[config.mk]
export PLATFORM = sky130hd
export DESIGN_NAME = rgbyc_div_cell
export DESIGN_NICKNAME = d
export VERILOG_FILES = /design/src/sv/rgbyc_pkg.sv /design/src/sv/rgbyc_div_cell.sv
export SDC_FILE = /design/constraint.sdc
export NUM_CORES = 1
export LEC_CHECK = 0
export BUFFER_PORTS_ARGS = -buffer_cell sky130_fd_sc_hd__buf_2
export CAP_MARGIN = 20
export CORE_AREA = 5 5 293 295
export CTS_CLUSTER_SIZE = 12
export DETAILED_ROUTE_END_ITERATION = 7
export DIE_AREA = 0 0 298 300
export PLACE_DENSITY = 0.47
export SLEW_MARGIN = 15
export SYNTH_ARGS = -nofsm -noshare
export SYNTH_HDL_FRONTEND = slang
export SYNTH_SLANG_ARGS = --single-unit
[constraint.sdc]
create_clock -name clk -period 13.1 [get_ports clk]
set_input_delay 1.31 -clock clk [delete_from_list [all_inputs] [get_ports clk]]
set_output_delay 1.31 -clock clk [all_outputs]
set_load 0.1 [all_outputs]
[src/sv/rgbyc_pkg.sv]
// Package: widths, payload structs, register indexes and divider helpers for the converter.
package rgbyc_pkg;

  localparam int OUT_BITS = 12;
  localparam int CH_W     = 16;
  localparam int SUM_W    = 34;                    // coefficient-weighted channel sum
  localparam int REM_W    = SUM_W + OUT_BITS + 1;  // scaled numerator / remainder
  localparam int LANES    = 4;
  localparam logic [OUT_BITS-1:0] OMAX = {OUT_BITS{1'b1}};

  localparam int LANE_LUMA  = 0;
  localparam int LANE_CB    = 1;
  localparam int LANE_CR    = 2;
  localparam int LANE_ALPHA = 3;

  localparam logic [4:0]  DEPTH_RESET = 5'd8;
  localparam logic [15:0] KR_RESET    = 16'd13936;
  localparam logic [15:0] KG_RESET    = 16'd46868;
  localparam logic [15:0] KB_RESET    = 16'd4733;

  typedef enum logic [1:0] {
    CFG_SAMPLE_BITS = 2'd0,
    CFG_COEFF_RED   = 2'd1,
    CFG_COEFF_GREEN = 2'd2,
    CFG_COEFF_BLUE  = 2'd3
  } cfg_index_t;

  typedef struct packed {
    logic [CH_W-1:0] red;
    logic [CH_W-1:0] green;
    logic [CH_W-1:0] blue;
    logic [CH_W-1:0] alpha;
  } pix_in_t;

  typedef struct packed {
    logic [OUT_BITS-1:0] luma;
    logic [OUT_BITS-1:0] chroma_blue;
    logic [OUT_BITS-1:0] chroma_red;
    logic [OUT_BITS-1:0] alpha_out;
  } pix_out_t;

  typedef struct packed {
    logic [REM_W-1:0]    rem;
    logic [SUM_W-1:0]    den;
    logic [OUT_BITS-1:0] quo;
    logic                fixed;   // result already known, cells pass it along
  } div_lane_t;

  typedef struct packed {
    div_lane_t [LANES-1:0] lane;
  } div_beat_t;

  // Sets up floor(OMAX*num/den), saturated when the quotient needs more than OUT_BITS.
  function automatic div_lane_t div_prep(logic [SUM_W-1:0] num, logic [SUM_W-1:0] den);
    div_lane_t        l;
    logic [REM_W-1:0] num_x;
    logic [REM_W-1:0] den_x;
    num_x   = {{(REM_W-SUM_W){1'b0}}, num};
    den_x   = {{(REM_W-SUM_W){1'b0}}, den};
    l.rem   = (num_x << OUT_BITS) - num_x;
    l.den   = den;
    l.fixed = (l.rem >= (den_x << OUT_BITS));
    l.quo   = l.fixed ? OMAX : '0;
    return l;
  endfunction

endpackage

[src/sv/rgbyc_div_cell.sv]
// Divider cell: settles one quotient bit of all four lanes and hands the beat on.
module rgbyc_div_cell #(
  parameter int SHIFT = 0
) (
  input  logic                  clk,
  input  logic                  rst_n,
  input  logic                  up_valid,
  output logic                  up_ready,
  input  rgbyc_pkg::div_beat_t  up_beat,
  output logic                  dn_valid,
  input  logic                  dn_ready,
  output rgbyc_pkg::div_beat_t  dn_beat
);

  logic                 v_r;
  rgbyc_pkg::div_beat_t beat_r;
  rgbyc_pkg::div_beat_t beat_nxt;

  assign up_ready = !v_r || dn_ready;

  always_comb begin
    logic [rgbyc_pkg::REM_W-1:0] den_sh;
    logic [rgbyc_pkg::REM_W:0]   trial;
    beat_nxt = up_beat;
    for (int i = 0; i < rgbyc_pkg::LANES; i++) begin
      den_sh = {{(rgbyc_pkg::REM_W-rgbyc_pkg::SUM_W){1'b0}}, up_beat.lane[i].den} << SHIFT;
      trial  = {1'b0, up_beat.lane[i].rem} - {1'b0, den_sh};
      if (!up_beat.lane[i].fixed && !trial[rgbyc_pkg::REM_W]) begin
        beat_nxt.lane[i].rem        = trial[rgbyc_pkg::REM_W-1:0];
        beat_nxt.lane[i].quo[SHIFT] = 1'b1;
      end
    end
  end

  always_ff @(posedge clk) begin
    if (!rst_n) begin
      v_r <= 1'b0;
    end else if (up_ready) begin
      v_r <= up_valid;
    end
    if (up_ready && up_valid) begin
      beat_r <= beat_nxt;
    end
  end

  assign dn_valid = v_r;
  assign dn_beat  = beat_r;

endmodule

==> results of run 1 <==
==> cell families (layout without fill, tap and decap cells) <==
kind of cell,after synthesis,after routing,synth area share (%)
AOI/OAI and AO/OA,528,528,15.2
xor gates and xnor gates,167,167,6.68
adders and majority gates,140,140,8.13
buffers and inverters,231,1015,4.10
DFF,377,377,51.6
muxes,34,34,1.75
other,0,14,0
and+or+nand+nor,560,560,12.5
==> flip-flops by register name (all words and copies together), names as in the netlist <==
| name | count |
|---|---|
| dn_beat | 376 |
| dn_valid | 1 |
==> worst max-delay path: stages <==
cell and delay (ns):
buf_2 0.09, inv_1 0.07, ha_1 0.29, nor2b_1 0.14, o31a_1 0.35, o311ai_1 0.43
nand3_1 0.22, and3_1 0.22, o21ai_0 0.17, a311o_2 0.47, buf_4 0.50, mux2_2 0.39
==> cells in the final DEF, fill, tap and decap left out, types with 22 or more instances in the layout <==
master,count
ha_1,136
nand2_1,173
o21bai_1,23
a21o_1,69
xnor2_1,96
nand2b_1,31
nor2_1,136
edfxtp_1,376
mux2_2,34
inv_1,166
nand3_1,34
nor4_1,22
a21oi_1,164
clkbuf_16,48
nand4_1,30
buf_2,757
xor2_1,71
o21ai_0,128
nor3_1,37
==> worst max path at each step <==
stage	end	startpoint	cells past startpoint	slack (ns)
floorplan	dn_beat[0]$_DFFE_PP_	dn_ready	2	1.63
global placement	dn_beat[153]$_DFFE_PP_	up_beat[108]	12	8.12
detailed placement	dn_beat[85]$_DFFE_PP_	up_beat[15]	14	8.07
CTS	dn_beat[153]$_DFFE_PP_	up_beat[108]	12	8.70
global route	dn_beat[153]$_DFFE_PP_	up_beat[108]	12	8.44
finish	dn_beat[153]$_DFFE_PP_	up_beat[108]	12	8.71
==> cell type report <==
class	instances	area (um^2)
Inverter	166	623
Sequential cell	377	11300
Tap cell	1080	1350
Clock buffer	55	1230
Multi-Input combinational cell	1429	9710
Fill cell	8529	54500
Antenna cell	14	35.0
Timing Repair Buffer	766	3860
Clock inverter	28	288
==> metrics by stage <==
step / worst slack (ns) / std cells / hold WS [ns] / area, um^2
floorplan: 1.63 / 2037 / 1.41 / 21900
global placement: 8.12 / 3818 / 0.536 / 26900
detailed placement: 8.07 / 3818 / 0.563 / 26900
CTS: 8.70 / 3901 / 0.570 / 28400
global route: 8.44 / 3907 / 0.588 / 28400
finish: 8.71 / 3915 / 0.575 / 28400
==> power groups by stage <==
stage / Clock [mW] / Sequential [mW] / Combinational [mW]
after detailed placement: 0 / 1.50 / 1.35
after CTS: 1.35 / 1.47 / 1.35
final: 1.30 / 1.47 / 1.35
after global routing: 1.39 / 1.48 / 1.42
after global placement: 0 / 1.50 / 1.35
after floorplan: 0 / 2.15 / 0.411
==> metal layers <==
| metal | track usage (%) | share of wire (%) |
|---|---|---|
| met5 | 0 | 0.12 |
| met1 | 19.5 | 39 |
| met2 | 30.5 | 51 |
| met4 | 4.45 | 2.4 |
| met3 | 4.83 | 7.7 |
==> run_results.csv, run 1 <==
group,metric,value,unit
power,p_comb_share,32.7,%
timing,fmax,228,MHz
critical_path,crit_fanout,55,
timing,slew_headroom,30.5,%
floorplan,core-area,82900,um^2
critical_path,reg2reg_from,"dn_valid$_SDFFE_PN0N_",
timing,fin_crit,4.39,ns
cts,path_clk_slew,0.06,ns
routing,viasPerCell,4.78,
timing,tns,0,ns
global_routing,grt_pass1_vias,19200,
logic_synthesis,async_reset_ff_share,0,%
power,seq_power_share,35.8,%
timing,finalSetupViolCount,0,
routing,vias,18700,
cts,cts-root-buf,"clkbuf_16",
cts,holdBufCountCts,0,
logic_synthesis,ys_warn_count,0,
power,irDropWorstVdd,90.8,uV
routing,wl,80200,um
floorplan,rows,106,
global_routing,grt_antenna_before_repair,26,
power,finalPower,4.11,mW
floorplan,die_w,298,um
final_layout,drive_gt1_share,32.0,%
run,cap_violations,0,
global_routing,grt_pass1_wl,118000,um
power,p_switching,1.61,mW
cts,cts_tree,"yes",
logic_synthesis,yosys.area.top_type,"edfxtp_1",
min_path,hold_path_depth,2,
floorplan,start_util,26.4,%
cts,worst_skew_pair.late_latency,0.58,ns
power,power.internal,2.50,mW
timing,fin_crit_sh,33.5,%
power,switching_share,39.2,%
logic_synthesis,yosysMostFrequentCell,"edfxtp_1",
logic_synthesis,ys.flop_type,"edfxtp_1",
critical_path,cp-start-kind,"primary input",
placed_design,gp_congestion,0.916,
min_path,hold_path.class,"register to register",
timing,hold_viol_final,0,
global_routing,grt_max_degree,74,
final_layout,final_util,34.3,%
logic_synthesis,yosysSeqAreaShare,51.6,%
floorplan,io_pins,758,
min_path,hold-path-endpoint,"dn_valid$_SDFFE_PN0N_",
logic_synthesis,synth.top_cell.area_share,51.5,%
timing,clock_skew,0.0350,ns
logic_synthesis,avgSynthCellArea,10.8,um^2
routing,antenna_left,0,
routing,routedWlPerCell,20.5,um
timing,grt_setup_unrepaired,"no",
logic_synthesis,syn_area,21900,um^2
outcome,outcome,"complete, no violations",
power,cellPowerDensity,145,nW/um^2
floorplan,die_y,300,um
final_layout,area_growth,29.6,%
power,pwr-share-clk,31.5,%
logic_synthesis,synth_area_leaders,"edfxtp_1 (52%), ha_1 (7.8%), xnor2_1 (3.8%)",
cts,post_cts_buffers,0,
critical_path,r2r_slack,9.93,ns
critical_path,r2r_cells,4,
power,p_leak,12.3,nW
placed_design,io_buffers,757,
final_layout,layout.nets,3307,
critical_path,worst_r2r_endpoint,"dn_beat[333]$_DFFE_PP_",
cts,cts_made_buffers,47,
cts,cts_buffer_depth,3,
critical_path,path_class,"primary input to register",
timing,drv_slew,0,
routing,drtPass1Iterations,5,
critical_path,cp-end-kind,"register",
critical_path,worstPathRequired,13.41,ns
global_routing,grt_usage,16.8,%
cts,cts_resized,0,
logic_synthesis,syn_inst,2037,
placed_design,dp_hpwl,65200,um
logic_synthesis,synthDistinctLibCells,82,
cts,clock_sinks,377,
critical_path,cp_data_arrival_time,4.70,ns
floorplan,die-area,89400,um^2
logic_synthesis,synth_common_cells,"edfxtp_1 (376), nand2_1 (173), inv_1 (166), a21oi_1 (164)",
logic_synthesis,synthesis.nets,2557,
min_path,hp-start,"dn_valid$_SDFFE_PN0N_",
logic_synthesis,ys_seq_elements,377,
global_routing,grt_overflow_total,0,
timing,tightest_slew,1.02,ns
logic_synthesis,synth_edf_count,376,
cts,cts-htree-levels,2,
routing,drc,0,
routing,drt_iter0_markers,1100,
(Power assumes the default switching activity.)
==> run 2: changes to the inputs <==
--- a/config.mk
+++ b/config.mk
@@ -7,11 +7,11 @@
 export LEC_CHECK = 0
 export BUFFER_PORTS_ARGS = -buffer_cell sky130_fd_sc_hd__buf_2
 export CAP_MARGIN = 20
-export CORE_AREA = 5 5 293 295
+export CORE_AREA = 5 5 291 293
 export CTS_CLUSTER_SIZE = 12
 export DETAILED_ROUTE_END_ITERATION = 7
-export DIE_AREA = 0 0 298 300
-export PLACE_DENSITY = 0.47
+export DIE_AREA = 0 0 296 298
+export PLACE_DENSITY = 0.49
 export SLEW_MARGIN = 15
 export SYNTH_ARGS = -nofsm -noshare
 export SYNTH_HDL_FRONTEND = slang
==> constraint.sdc (replaced) <==
create_clock -name clk -period 3.7 [get_ports clk]
set_input_delay 0.37 -clock clk [delete_from_list [all_inputs] [get_ports clk]]
set_output_delay 0.37 -clock clk [all_outputs]
set_load 0.1 [all_outputs]
==> run 2 against run 1 <==
Clock power rose to 3.6 times the previous value. First-iteration DRC count up 7.1%. Via count up 5.3%. Critical path depth up 2. Clock skew down 0.024 ns. Final cell count up 5.9%. Clock-buffer cell count unchanged. Utilization up 3.6 points. Critical endpoint is now dn_beat[187]$_DFFE_PP_.
==> run_results.csv, run 2 (synthesis results as in run 1) <==
group,metric,value,unit
outcome,outcome,"complete, no violations",
floorplan,start_util,26.9,%
global_routing,grt_overflow_total,0,
timing,drv_slew,0,
power,irDropWorstVdd,265,uV
critical_path,cp_data_arrival_time,3.91,ns
floorplan,io_pins,758,
power,cellPowerDensity,482,nW/um^2
critical_path,cp-start-kind,"primary input",
timing,fmax,279,MHz
global_routing,grt_antenna_before_repair,24,
timing,hold_viol_final,0,
timing,fin_crit_sh,96.9,%
power,pwr-share-clk,31.2,%
cts,cts_buffer_depth,3,
final_layout,final_util,37.8,%
floorplan,die-area,88200,um^2
routing,routedWlPerCell,20.1,um
global_routing,grt_pass1_vias,20300,
cts,cts_made_buffers,47,
critical_path,startpoint,"up_beat[108]",
routing,viasPerCell,4.75,
critical_path,cp-end-kind,"register",
timing,fin_hold_ws,0.0327,ns
timing,tns,0,ns
timing,fin_ws,0.114,ns
critical_path,r2r_slack,1.79,ns
floorplan,core-area,81600,um^2
min_path,hold_path.class,"primary input to register",
floorplan,die_y,298,um
floorplan,die_w,296,um
run,cap_violations,0,
critical_path,worstPathRequired,4.02,ns
cts,cts_tree,"yes",
power,p_leak,13.5,nW
cts,clock_sinks,377,
final_layout,layout_commonest_cell,"buf_2",
timing,clock_skew,0.0114,ns
final_layout,area_growth,40.9,%
floorplan,rows,105,
critical_path,path_class,"primary input to register",
routing,drt_iter0_markers,1178,
global_routing,grt_max_degree,95,
critical_path,reg2reg_from,"dn_valid$_SDFFE_PN0N_",
final_layout,drive_gt1_share,32.1,%
cts,worst_skew_pair.late_latency,0.57,ns
power,switching_share,38.7,%
final_layout,layout.nets,3553,
timing,finalSetupViolCount,0,
final_layout,layout_common_cells,"buf_2 (757), edfxtp_1 (376), nand2_1 (173), dlygate4sd3_1 (173), inv_1 (166)",
final_layout,largest_reg_flops,376,
global_routing,grt_pass1_wl,123000,um
placed_design,pre_cts_slack,-0.140,ns
critical_path,crit_fanout,8,
cts,cts-root-buf,"clkbuf_16",
cts,cts-htree-levels,2,
routing,drtPass1Iterations,5,
routing,vias,19700,
cts,path_clk_slew,0.06,ns
timing,slew_headroom,39.6,%
routing,wl,83400,um
power,p_comb_share,33.8,%
routing,drc,0,
placed_design,io_buffers,757,
power,p_switching,5.76,mW
placed_design,dp_hpwl,67800,um
placed_design,gp_congestion,0.909,
timing,fin_crit,3.59,ns
critical_path,worst_r2r_endpoint,"dn_beat[221]$_DFFE_PP_",
critical_path,r2r_cells,3,
power,power.internal,9.14,mW
routing,antenna_left,0,
timing,tightest_slew,0.894,ns
power,seq_power_share,35.0,%
power,finalPower,14.9,mW
critical_path,crit_path_end,"dn_beat[187]$_DFFE_PP_",
global_routing,grt_usage,17.8,%
[run 2: layout make-up]
type                    instances  area, um^2
flip-flops and latches        377       11300
repair buffers               1012        6270
fillers                      8248       50700
diodes                          9        22.5
clock inverters                29         308
clock buffers                  55        1230
multi-input cells            1429        9770
well taps                    1070        1340
inverters                     166         623
[run 2: power by group through the flow]
stage / Combinational (mW) / Clock [mW] / Sequential [mW]
finish: 5.03 / 4.65 / 5.22
CTS: 5.05 / 4.81 / 5.22
detailed placement: 4.88 / 0 / 5.30
global route: 5.33 / 4.98 / 5.24
floorplan: 1.46 / 0 / 7.54
global placement: 4.88 / 0 / 5.31
[run 2: worst min path at each step]
stage / endpoint / cells past startpoint / slack, ns / start
6_report: dn_beat[205]$_DFFE_PP_ / 1 / 0.03 / up_beat[205]
5_1_grt: dn_beat[296]$_DFFE_PP_ / 1 / 0.006 / up_beat[296]
4_1_cts: dn_beat[214]$_DFFE_PP_ / 1 / 0.0009 / up_beat[214]
3_5_place_dp: dn_valid$_SDFFE_PN0N_ / 2 / 0.52 / dn_valid$_SDFFE_PN0N_
3_3_place_gp: dn_valid$_SDFFE_PN0N_ / 2 / 0.52 / dn_valid$_SDFFE_PN0N_
2_1_floorplan: dn_beat[0]$_DFFE_PP_ / 0 / 0.47 / up_beat[0]
[run 2: stage by stage]
stage / instances / cell area [um^2]
final: 4147 / 30900
after global routing: 4145 / 30900
after CTS: 4135 / 30800
after detailed placement: 3878 / 27500
after global placement: 3878 / 27500
after floorplan: 2037 / 21900
[run 2: routing by layer]
layer	global-route usage [%]	vias to the layer above	share of wire (%)	wire length, um
met4	4.63	16	2.4	2040
li1	-	9499	-	-
met3	4.21	105	7.1	5920
met2	32.0	680	50	41800
met1	21.3	9393	40	33600
met5	0	-	0.13	110
[run 2: critical path, stage by stage]
cell and delay [ns]:
dlygate4sd3_1 0.58, buf_2 0.14, inv_1 0.06, fa_1 0.47
a21o_1 0.21, nand4_1 0.11, nand3_1 0.09, a31o_2 0.25
a41o_1 0.26, a22o_1 0.27, a211o_1 0.44, a41oi_2 0.30
o2111ai_1 0.18, xnor2_1 0.16
[run 2: repair_timing]
| item | 4_1_cts | 5_1_grt |
|---|---|---|
| resized for setup | 0 | 10 |
| hold buffers | 173 | 0 |
| endpoints found under the hold margin | 172 | 0 |
| setup endpoints to repair | 0 | 54 |
| setup buffers | 0 | 3 |
